`config.mk`:
```
export PLATFORM = sky130hd
export DESIGN_NAME = sequence_gap_loss_monitor
export DESIGN_NICKNAME = d
export VERILOG_FILES = /design/src/sv/sglm_pkg.sv /design/src/sv/sglm_classify.sv /design/src/sv/sglm_stats.sv /design/src/sv/sequence_gap_loss_monitor.sv
export SDC_FILE = /design/constraint.sdc
export NUM_CORES = 1
export LEC_CHECK = 0
export BUFFER_PORTS_ARGS = -buffer_cell sky130_fd_sc_hd__buf_4
export CAP_MARGIN = 25
export CORE_MARGIN = 4
export CORE_UTILIZATION = 64
export CTS_BUF_LIST = sky130_fd_sc_hd__clkbuf_4
export DETAILED_ROUTE_END_ITERATION = 10
export GPL_ROUTABILITY_DRIVEN = 1
export HOLD_SLACK_MARGIN = 0.1
export PLACE_DENSITY = 0.89
export SLEW_MARGIN = 20
export SYNTH_ARGS = -nofsm -noshare
export SYNTH_HDL_FRONTEND = slang
export SYNTH_HIERARCHICAL = 1
export SYNTH_SLANG_ARGS = --single-unit
```
`constraint.sdc`:
```
create_clock -name clk -period 20.7 [get_ports clk]
set_input_delay 4.14 -clock clk [delete_from_list [all_inputs] [get_ports clk]]
set_output_delay 4.14 -clock clk [all_outputs]
set_load 0.05 [all_outputs]
```
`src/sv/sglm_pkg.sv`:
```
// Shared types and constants of the sequence gap loss monitor.
package sglm_pkg;

	localparam int CNT_W    = 32;
	localparam int SEQ_W    = 32;
	localparam int TIME_W   = 32;
	localparam int WIN_W    = 64;
	localparam int LEN_W    = 7;
	localparam int DATA_W   = 32;
	localparam int ADDR_W   = 3;
	localparam int REGIDX_W = ADDR_W - 2;

	localparam logic [REGIDX_W-1:0] REG_HISTORY_LENGTH = REGIDX_W'(0);
	localparam logic [LEN_W-1:0]    HIST_LEN_RESET     = LEN_W'(32);

	typedef struct packed {
		logic                     has_previous;
		logic                     fields_valid;
		logic signed [SEQ_W-1:0]  new_sequence;
		logic signed [SEQ_W-1:0]  old_sequence;
		logic [TIME_W-1:0]        new_start_time;
		logic [TIME_W-1:0]        old_start_time;
	} report_t;

	typedef struct packed {
		logic             sequenced;
		logic [CNT_W-1:0] lost;
	} loss_t;

endpackage

```
`src/sv/sglm_classify.sv`:
```
// Loss classification of one update report from its sequence numbers and start times.
module sglm_classify (
	input  sglm_pkg::report_t rep,
	output sglm_pkg::loss_t   info
);
	import sglm_pkg::*;

	localparam int DIFF_W = SEQ_W + 2;

	logic [DIFF_W-1:0] diff;
	logic              active;

	// Gap to the expected sequence number, new - (old + 1), without wrap.
	assign diff = {{2{rep.new_sequence[SEQ_W-1]}}, rep.new_sequence}
		- {{2{rep.old_sequence[SEQ_W-1]}}, rep.old_sequence}
		- DIFF_W'(1);

	assign active = rep.has_previous && rep.fields_valid;

	always_comb begin
		info.sequenced = active;
		info.lost      = '0;
		if (active && (rep.new_start_time == rep.old_start_time) && (diff != '0)) begin
			if (diff[DIFF_W-1]) begin
				info.lost = CNT_W'(1);
			end else begin
				// A positive gap is at most 2^32 - 2, so it always fits.
				info.lost = diff[CNT_W-1:0];
			end
		end
	end

endmodule

```
`src/sv/sglm_stats.sv`:
```
// Saturating update counters, loss history shift register and result registers.
module sglm_stats #(
	parameter int HIST_W = 64
) (
	input  logic                          clk,
	input  logic                          arst_n,
	input  logic                          load,
	input  sglm_pkg::loss_t               info,
	input  logic [sglm_pkg::LEN_W-1:0]    hist_len,
	output logic [sglm_pkg::CNT_W-1:0]    total_updates,
	output logic [sglm_pkg::CNT_W-1:0]    sequenced_updates,
	output logic [sglm_pkg::CNT_W-1:0]    lost_updates,
	output logic [sglm_pkg::CNT_W-1:0]    lost_this_item,
	output logic [sglm_pkg::WIN_W-1:0]    history_window
);
	import sglm_pkg::*;

	localparam int SH_W = (HIST_W > 1) ? $clog2(HIST_W) : 1;

	logic [CNT_W-1:0]  total_q;
	logic [CNT_W-1:0]  seq_q;
	logic [CNT_W-1:0]  lost_q;
	logic [CNT_W-1:0]  lost_item_q;
	logic [HIST_W-1:0] hist_q;
	logic [WIN_W-1:0]  window_q;

	logic [CNT_W-1:0]  seq_inc;
	logic [LEN_W-1:0]  shown;
	logic [SH_W-1:0]   sh;
	logic [HIST_W-1:0] hist_d;
	logic [WIN_W-1:0]  window_d;

	function automatic logic [CNT_W-1:0] sat_add(input logic [CNT_W-1:0] a,
		input logic [CNT_W-1:0] b);
		logic [CNT_W:0] s;
		s = {1'b0, a} + {1'b0, b};
		return s[CNT_W] ? {CNT_W{1'b1}} : s[CNT_W-1:0];
	endfunction

	assign seq_inc = !info.sequenced ? '0 :
		((info.lost != '0) ? info.lost : CNT_W'(1));
	assign shown = (hist_len > LEN_W'(HIST_W)) ? LEN_W'(HIST_W) : hist_len;
	assign sh    = info.lost[SH_W-1:0];

	always_comb begin
		if (shown == '0) begin
			hist_d = '0;
		end else if (info.lost == '0) begin
			hist_d = hist_q << 1;
		end else if (info.lost >= CNT_W'(HIST_W)) begin
			hist_d = {HIST_W{1'b1}};
		end else begin
			hist_d = (hist_q << sh) | ~({HIST_W{1'b1}} << sh);
		end
	end

	assign window_d = WIN_W'(hist_d) & ~({WIN_W{1'b1}} << shown);

	always_ff @(posedge clk or negedge arst_n) begin
		if (!arst_n) begin
			total_q <= '0;
			seq_q   <= '0;
			lost_q  <= '0;
			hist_q  <= '0;
		end else if (load) begin
			total_q <= sat_add(total_q, CNT_W'(1));
			seq_q   <= sat_add(seq_q, seq_inc);
			lost_q  <= sat_add(lost_q, info.lost);
			hist_q  <= hist_d;
		end
	end

	always_ff @(posedge clk) begin
		if (load) begin
			lost_item_q <= info.lost;
			window_q    <= window_d;
		end
	end

	assign total_updates     = total_q;
	assign sequenced_updates = seq_q;
	assign lost_updates      = lost_q;
	assign lost_this_item    = lost_item_q;
	assign history_window    = window_q;

endmodule

```
`src/sv/sequence_gap_loss_monitor.sv`:
```
// Top level of the sequence gap loss monitor: input register, handshake and register port.
//
//  Channel   Direction  Handshake                 Word
//  input     in         in_valid / in_stall       one update report
//  output    out        out_valid / out_stall     counters, loss and history window
//  register  in         APB write, pready high    history_length at byte address 0
//
// One report is accepted in every cycle in which in_stall is low; its result is set by the
// result register that follows the input register, with the counter update between.
// Reset clears the counters and the history and sets history_length to 32.
// A stalled result holds; in_stall rises only while the input register is full and the
// result waits, so one report is still taken while a finished word waits to be taken.
module sequence_gap_loss_monitor #(
	parameter int HISTORY_MAX = 64
) (
	input  logic                                 clk,
	input  logic                                 arst_n,
	input  logic                                 psel,
	input  logic                                 penable,
	input  logic                                 pwrite,
	input  logic [sglm_pkg::ADDR_W-1:0]          paddr,
	input  logic [sglm_pkg::DATA_W-1:0]          pwdata,
	output logic [sglm_pkg::DATA_W-1:0]          prdata,
	output logic                                 pready,
	input  logic                                 in_valid,
	output logic                                 in_stall,
	input  logic                                 has_previous,
	input  logic                                 fields_valid,
	input  logic signed [sglm_pkg::SEQ_W-1:0]    new_sequence,
	input  logic signed [sglm_pkg::SEQ_W-1:0]    old_sequence,
	input  logic [sglm_pkg::TIME_W-1:0]          new_start_time,
	input  logic [sglm_pkg::TIME_W-1:0]          old_start_time,
	output logic                                 out_valid,
	input  logic                                 out_stall,
	output logic [sglm_pkg::CNT_W-1:0]           total_updates,
	output logic [sglm_pkg::CNT_W-1:0]           sequenced_updates,
	output logic [sglm_pkg::CNT_W-1:0]           lost_updates,
	output logic [sglm_pkg::CNT_W-1:0]           lost_this_item,
	output logic [sglm_pkg::WIN_W-1:0]           history_window
);
	import sglm_pkg::*;

	logic [LEN_W-1:0] hist_len_q;
	logic             valid_s1;
	report_t          rep_s1;
	logic             out_valid_q;
	logic             move;
	logic             accept_in;
	logic             cfg_write;
	loss_t            info;

	assign pready    = 1'b1;
	assign cfg_write = psel && penable && pwrite && pready;
	assign prdata    = (paddr[ADDR_W-1:2] == REG_HISTORY_LENGTH) ? DATA_W'(hist_len_q) : '0;

	always_ff @(posedge clk or negedge arst_n) begin
		if (!arst_n) begin
			hist_len_q <= HIST_LEN_RESET;
		end else if (cfg_write && (paddr[ADDR_W-1:2] == REG_HISTORY_LENGTH)) begin
			hist_len_q <= pwdata[LEN_W-1:0];
		end
	end

	assign move      = valid_s1 && (!out_valid_q || !out_stall);
	assign in_stall  = valid_s1 && !move;
	assign accept_in = in_valid && !in_stall;

	always_ff @(posedge clk or negedge arst_n) begin
		if (!arst_n) begin
			valid_s1    <= 1'b0;
			out_valid_q <= 1'b0;
		end else begin
			if (accept_in) begin
				valid_s1 <= 1'b1;
			end else if (move) begin
				valid_s1 <= 1'b0;
			end
			if (move) begin
				out_valid_q <= 1'b1;
			end else if (!out_stall) begin
				out_valid_q <= 1'b0;
			end
		end
	end

	always_ff @(posedge clk) begin
		if (accept_in) begin
			rep_s1.has_previous   <= has_previous;
			rep_s1.fields_valid   <= fields_valid;
			rep_s1.new_sequence   <= new_sequence;
			rep_s1.old_sequence   <= old_sequence;
			rep_s1.new_start_time <= new_start_time;
			rep_s1.old_start_time <= old_start_time;
		end
	end

	sglm_classify u_classify (
		.rep  (rep_s1),
		.info (info)
	);

	sglm_stats #(
		.HIST_W (HISTORY_MAX)
	) u_stats (
		.clk               (clk),
		.arst_n            (arst_n),
		.load              (move),
		.info              (info),
		.hist_len          (hist_len_q),
		.total_updates     (total_updates),
		.sequenced_updates (sequenced_updates),
		.lost_updates      (lost_updates),
		.lost_this_item    (lost_this_item),
		.history_window    (history_window)
	);

	assign out_valid = out_valid_q;

endmodule

```
# After elaboration in Yosys (flattened, before gate mapping)
# Index checks and enable logic that the tools add are counted.
[word_totals]
ff_bits = 395
latchBits = 0
ramBits = 0
romBits = 0
input_bits = 172
out_inout_bits = 227
elab_cells = 67
mem_count = 0
[op_classes]
add_sub_neg = 5
n_mul = 0
div = 0
n_lt_le_gt_ge = 2
n_eq_ne = 2
shift = 3
mux = 16
bitwise_logic = 5
n_reduce_logical = 19
[ops]
columns = ["operator", "n"]
rows = [
  ["2-to-1 mux 32 bit", 7],
  ["2-to-1 mux 64 bit", 3],
  ["NOT 64 bit", 2],
  ["adder 32 x 32 -> 33 bit", 2],
  ["AND 64 bit", 1],
  ["bitwise OR 64 bit", 1],
  ["<< shifter 64 x 6 -> 64 bit", 1],
  ["<< shifter 64 x 6 -> 64 bit (first input constant)", 1],
  ["<< shifter 64 x 7 -> 64 bit (first input constant)", 1],
  ["nonzero test 34 bit", 1],
  ["subtractor 34 x 1 -> 34 bit (second input constant)", 1],
  ["adder 32 x 1 -> 33 bit (second input constant)", 1],
  ["subtractor 32 x 32 -> 33 bit", 1],
  ["== test 32 bit", 1],
  ["greater-or-equal comparator 32 x 7 -> 1 bit (second input constant)", 1],
  ["zero test 32 bit", 1],
  ["nonzero test 32 bit", 1],
  ["2-to-1 mux 7 bit", 2],
  ["logical AND 1 bit", 9],
  ["greater-than comparator 7 bit (second input constant)", 1],
  ["zero test 7 bit", 1],
  ["zero test 1 bit", 4],
  ["2-to-1 mux 1 bit", 4],
  ["!= test 2 x 1 -> 1 bit (second input constant)", 1],
  ["3 further kinds", 3],
]

# Logic depth before layout (Yosys ltp)
[logic_depth]
word_depth = 12
ltp_mapped = 30
ltp_nobuf = 26

# Modules after synthesis
# Netlist, hierarchy kept.
[by_module_without_submodules]
columns = ["module", "instances", "cells_per_inst", "area_each_um2", "seq_area_each_um2"]
rows = [
  ["sglm_stats", 1, 1894, 18034.8, 6886.6],
  ["sequence_gap_loss_monitor", 1, 188, 4533.1, 4130.2],
  ["sglm_classify", 1, 394, 2556.2, 0.0],
]

# Worst setup path before layout
# Ideal clock, no wire load.
[synth_path]
path_kind = "input to register"
from = "input port out_stall"
to = "register u_stats.total_q[4] (netlist: u_stats/total_updates[4])"
setup_time_ns = 0.068
t_arrival_ns = 13.785
required_time_ns = 20.632
setup_slack_ns = 6.847
path_stages = 8
path_buffers = 1
path_cell_list = "a21boi_0 nand4_1 nor2_1 nand2_1 nor3_1 nand2_1 buf_2 nand2_1"
[synth_between]
elab_chain_len = 3
[synth_rtl]
columns = ["element", "line", "source"]
rows = [
  ["from (decl)", "sequence_gap_loss_monitor.sv:34", "input logic out_stall,"],
  ["zero test 1 bit", "--", ""],
  ["logical OR 1 bit", "sequence_gap_loss_monitor.sv:64", "assign move = valid_s1 && (!out_valid_q || !out_stall);"],
  ["logical AND 1 bit", "sequence_gap_loss_monitor.sv:64", ""],
  ["to (signal assigned)", "sglm_stats.sv:66", "total_q <= sat_add(total_q, CNT_W'(1));"],
  ["to (decl)", "sglm_stats.sv:20", "logic [CNT_W-1:0] total_q;"],
]
# Every way passes these cells.
# A chain may end at the register's enable or synchronous reset.

# Worst setup path in the final report
[layout_path]
from = "input port out_stall"
to = "output port in_stall"
[layout_between]
elab_chain_len = 5
[layout_rtl]
columns = ["element", "line", "source"]
rows = [
  ["zero test 1 bit", "--", ""],
  ["logical OR 1 bit", "sequence_gap_loss_monitor.sv:64", ""],
  ["logical AND 1 bit", "sequence_gap_loss_monitor.sv:64", ""],
  ["zero test 1 bit", "sequence_gap_loss_monitor.sv:65", "assign in_stall = valid_s1 && !move;"],
  ["logical AND 1 bit", "sequence_gap_loss_monitor.sv:65", ""],
  ["to (decl)", "sequence_gap_loss_monitor.sv:26", "output logic in_stall,"],
]
# Every way passes these cells.

==> summary by stage <==
STA
For this run, the top clock speed supported by timing is 113 MHz. The setup clock skew after layout is 57.8 ps. In this run the tightest slew margin relative to its limit is 32.5%. The part of the cycle the worst path needs is around 43%. Setup repair after global routing left no endpoint under its margin. Subtracting the final worst setup slack from the clock period gives 8830 ps. Adding up every negative setup slack in the final design gives 0 ps. The final count of negative-setup-slack endpoints is 0. The count of final hold-check violations is 0. The slew at the pin closest to its max-slew limit is about 1000 ps. The number of max-slew violations in the final report is 0.

Power
The fraction of power consumed by combinational cells is about a third. The areal power density over the cells is around 90 nW/um2. Summed over all nets, the switching power comes to between 1 and 1.5 mW. In this run switching power makes up 40.0% of total power. The internal cell power is about 1.6 mW.

The design draws 2.64 mW. The clock network is responsible for between 20% and 30% of the overall power. IR analysis of the VDD net gives a maximum drop of a little under 0.07 mV.

Of the total power, registers draw 38.3%. In this run the static leakage power is ~13 nW.

Synthesis
Of the total synthesized cell area, the portion taken by XOR and XNOR cells is between 4 and 5%. The synthesized design contains 226 enable-type register cells. The synthesized netlist devotes around 17% of its cell area to compound gates.

The largest family of logic cells by synthesized area is compound AO/OA/AOI/OAI gates. Synthesis produced 2,476 cells. In this run the cell area of the synthesized design comes to between 20,000 and 30,000 um2. In this run, synthesis produced a sequential element count of 395.

The post-synthesis cell type count is ~100. The fraction of synthesis flops using an asynchronous set or reset pin is 42.8%. The share of cell area taken by muxes after synthesis is 10.6%. Summing the areas of all and, or, nand and nor instances in the mapped netlist gives 14.7% of the synthesized area. The area share of fa/ha/maj cells after synthesis is 5.07%.

The mean area per synthesized cell is 10.1 um2. Among all flip-flop cells after synthesis, the most frequent one is sky130_fd_sc_hd__edfxtp_1. The Yosys step of the flow raised 6 warnings.

The sequential element share of the synthesized area is 43.8%.

Clock network
The sink count of the clock tree is between 300 and 400. Once the clock tree was built, the resizer swapped 0 gates to a different size. CTS placed an instance of sky130_fd_sc_hd__clkbuf_4 at the clock tree root. The H-tree was split into 3 levels. The clock reaches the later pin of the worst-skew pair after around 850 ps. The number of buffers inserted during clock tree synthesis is approximately 100. After clock tree synthesis, the setup repair step added 0 buffers. In this run, post-CTS hold repair placed 0 buffers. The clock tree from TritonCTS is built. Clock-pin slew was measured on the worst setup and hold paths at 60 ps. No sink is reached through more buffers than the 3 on the longest clock path.

Global routing
The via count of the first global-routing pass came to roughly 22,000. The total overflow left after global routing is 0. The number of antenna violations at the first check in global routing is 1. The overall routing resource usage is 37.2%. The first global-routing pass estimated 122,000 um of wire. Entering global routing, the biggest net connects slightly below 100 pins.

Floorplan
The area of the core region is 38,700 um2. From bottom edge to top edge, the die measures 206 um. The floorplan die width is 206 um. The number of placement rows is 72. Pin placement for this block handled between 300 and 400 I/O pins. The initial standard-cell utilization of the core is 64.9%. The die area is 42,500 um2.

Setup path
For the worst flop-to-flop path, the logic depth is 28. The data arrival time of the worst path is 4690 ps. The slowest stage of the critical path belongs to the cell sky130_fd_sc_hd__buf_4. The critical path crosses 4 cells after its start point. The worst setup path endpoint is in_stall. The worst setup path is of the input pin to output pin kind. The worst register-to-register path begins at rep_s1[102]$_DFFE_PP_. The critical path goes through buf_4 -> nand3_1 -> inv_1 -> buf_4. The endpoint identified for the worst register-to-register timing path is u_stats/sequenced_updates[22]$_DFFE_PN0P_. The origin of the worst setup path is out_stall. The endpoint required time on the critical path is between 15,000 and 20,000 ps.

The cell type group with the largest total delay on the critical path is buffers and inverters. Across all register-to-register paths, the minimum setup slack is around 13,000 ps. The most numerous cell type found on the critical path is sky130_fd_sc_hd__buf_4. The sort of element at the start of the critical path is an input pin. The kind of end point of the critical path is an output pin. The highest cell delay on the worst timing path is 200 ps. The largest driver fanout on the critical path is 3. The number of buffers and inverters on the critical path is 3.

Routing
The routed length per placed instance is 23.5 um. The wire length after detailed routing is about 80,000 um. After detailed routing, the number of remaining DRC violations is 0. After detailed routing, the number of vias per cell comes to between 6 and 7.

The first detailed-routing pass took 6 iterations. The routed via count is 22,300. The post-route antenna net violation count is 0.

The number of DRC markers after the initial detailed-route iteration is approximately 2,800.

Finish
The sequential standard cell area is between 10,000 and 15,000 um2. For this run, the post-layout net count is 3,094. The layout overhead on the synthesized area is 16.8%. After filler insertion, the fill cell instance count of the layout stands at 2,579. The multi-input gate area in the final layout is 13,100 um2. Of the cells placed in the final design, the portion with a size suffix greater than 1 is between 20% and 30%.

Placed design
The count of buffers from port buffering is 345. The detailed placer's ending HPWL is 57,600 um. Routability-driven placement finished with a final weighted congestion of 1.01.

Flow run
The count of max-cap constraint violations is 0.

Status
The flow ran to the end, and the final reports show no timing, DRC or antenna violations.

Min path
The worst hold path class is flop to flop.
per-layer routing:
metal	part of all wire [%]	up-vias	global-route usage, %	routed length (um)
li1	-	9891	-	-
met1	38	10700	49.2	30700
met2	46	1466	57.6	37000
met3	12	246	10.9	9280
met4	4.6	0	16.2	3730
met5	0	-	0	0
final cells by class:
cell class | instances | share of cell area (%)
timing repair buffer | 378 | 9.90
multi-input combinational | 1863 | 44.7
sequential | 395 | 37.5
tap | 518 | 2.21
inverter | 80 | 1.02
antenna | 1 | 0.00853
clock buffer | 145 | 3.71
clock inverter | 52 | 0.934
layout by cell type, fill, tap and decap left out, drive strengths merged, types with 26 or more instances in the layout:
cell type	count
buf	378
nand2	266
nor2	231
edfxtp	226
a21oi	194
dfrtp	168
clkbuf	145
o21ai	141
ha	97
inv	81
xor2	76
mux4	64
mux2i	60
nor3	57
mux2	54
nand3	50
clkinv	47
and2	45
xnor2	44
a21o	42
o22a	35
o211ai	28
a211oi	28
conb	26
nand4	26
registers in the layout, indices dropped and copies added (netlist names):
register                   flops
u_stats/hist_q                64
hist_len_q                     7
out_valid                      1
valid_s1                       1
rep_s1                       130
u_stats/history_window        64
u_stats/sequenced_updates     32
u_stats/lost_this_item        32
u_stats/lost_updates          32
u_stats/total_updates         32
power by group through the flow:
stage	Combinational (mW)	Sequential [mW]	Clock [mW]
floorplan	0.440	1.22	0
global placement	0.880	1.02	0
detailed placement	0.902	1.02	0
CTS	0.906	1.01	0.719
global route	0.981	1.02	0.763
finish	0.922	1.01	0.707
logic make-up (layout without fill, tap and decap cells):
kind of cell / after synthesis / count (layout)
AOI/OAI and AO/OA: 646 / 646
xor gates and xnor gates: 120 / 120
adders and majority gates: 100 / 100
buffers and inverters: 242 / 655
DFF: 395 / 395
muxes: 178 / 178
other: 2 / 27
and+or+nand+nor: 793 / 793
how the worst min path moves through the flow:
stage | from | end | slack, ps | cells past startpoint
CTS | u_stats/total_updates[28]$_DFFE_PN0P_ | u_stats/total_updates[28]$_DFFE_PN0P_ | 500 | 1
global route | u_stats/hist_q[63]$_DFFE_PN0P_ | u_stats/hist_q[63]$_DFFE_PN0P_ | 520 | 1
floorplan | valid_s1$_DFFE_PN0P_ | out_valid$_DFFE_PN0P_ | 440 | 1
finish | u_stats/total_updates[28]$_DFFE_PN0P_ | u_stats/total_updates[28]$_DFFE_PN0P_ | 500 | 1
global placement | valid_s1$_DFFE_PN0P_ | out_valid$_DFFE_PN0P_ | 460 | 1
detailed placement | valid_s1$_DFFE_PN0P_ | out_valid$_DFFE_PN0P_ | 490 | 1
cells in the mapped netlist (all sizes together), types with 4 or more instances:
library cell / count / area [um2]
o21ai: 141 / 717
nor2: 231 / 875
edfxtp: 226 / 6790
nand4: 26 / 163
xor2: 76 / 666
o211ai: 28 / 210
buf: 89 / 578
a2111oi: 8 / 90.1
o221ai: 7 / 67.6
o22a: 35 / 307
o21a: 21 / 158
nand2b: 14 / 87.6
or3: 10 / 62.6
a22o: 4 / 35.0
dfrtp: 168 / 4200
mux4: 64 / 1450
mux2i: 60 / 601
a21oi: 194 / 975
and2: 45 / 284
mux2: 54 / 608
a211oi: 28 / 228
and2b: 7 / 61.3
inv: 80 / 300
ha: 97 / 1210
o2bb2ai: 19 / 166
o21bai: 14 / 105
and3: 25 / 156
a211o: 4 / 35.0
a21o: 42 / 315
o31ai: 16 / 149
o32ai: 10 / 95.1
nand2: 266 / 1000
a31oi: 22 / 138
a21boi: 8 / 60.1
nand3: 50 / 250
clkbuf: 73 / 275
a41oi: 4 / 35.0
nor3: 57 / 285
xnor2: 44 / 385
nor2b: 14 / 87.6
o22ai: 8 / 56.3
or2: 4 / 25.0
nor4: 25 / 171
worst reg2reg max path, delay by kind of cell (launching register included):
kind | cells | cell delay (ps)
adders and majority gates | 3 | 910
DFF | 1 | 420
and+or+nand+nor | 7 | 1390
AOI/OAI and AO/OA | 13 | 3450
buffers and inverters | 5 | 1670
through the flow:
| step | instances | setup slack, ps | hold slack, ps | util, % | area [um2] |
|---|---|---|---|---|---|
| 5_1_grt | 3432 | 11800 | 524 | 75.8 | 29400 |
| 2_1_floorplan | 2500 | 6850 | 442 | - | 25200 |
| 3_5_place_dp | 3230 | 11880 | 488 | 72.0 | 27900 |
| 4_1_cts | 3427 | 11860 | 504 | 75.5 | 29200 |
| 3_3_place_gp | 3230 | 11900 | 457 | 72.0 | 27900 |
| 6_report | 3432 | 11870 | 503 | 75.8 | 29400 |
Note: power is estimated with default switching activity, not from simulation.
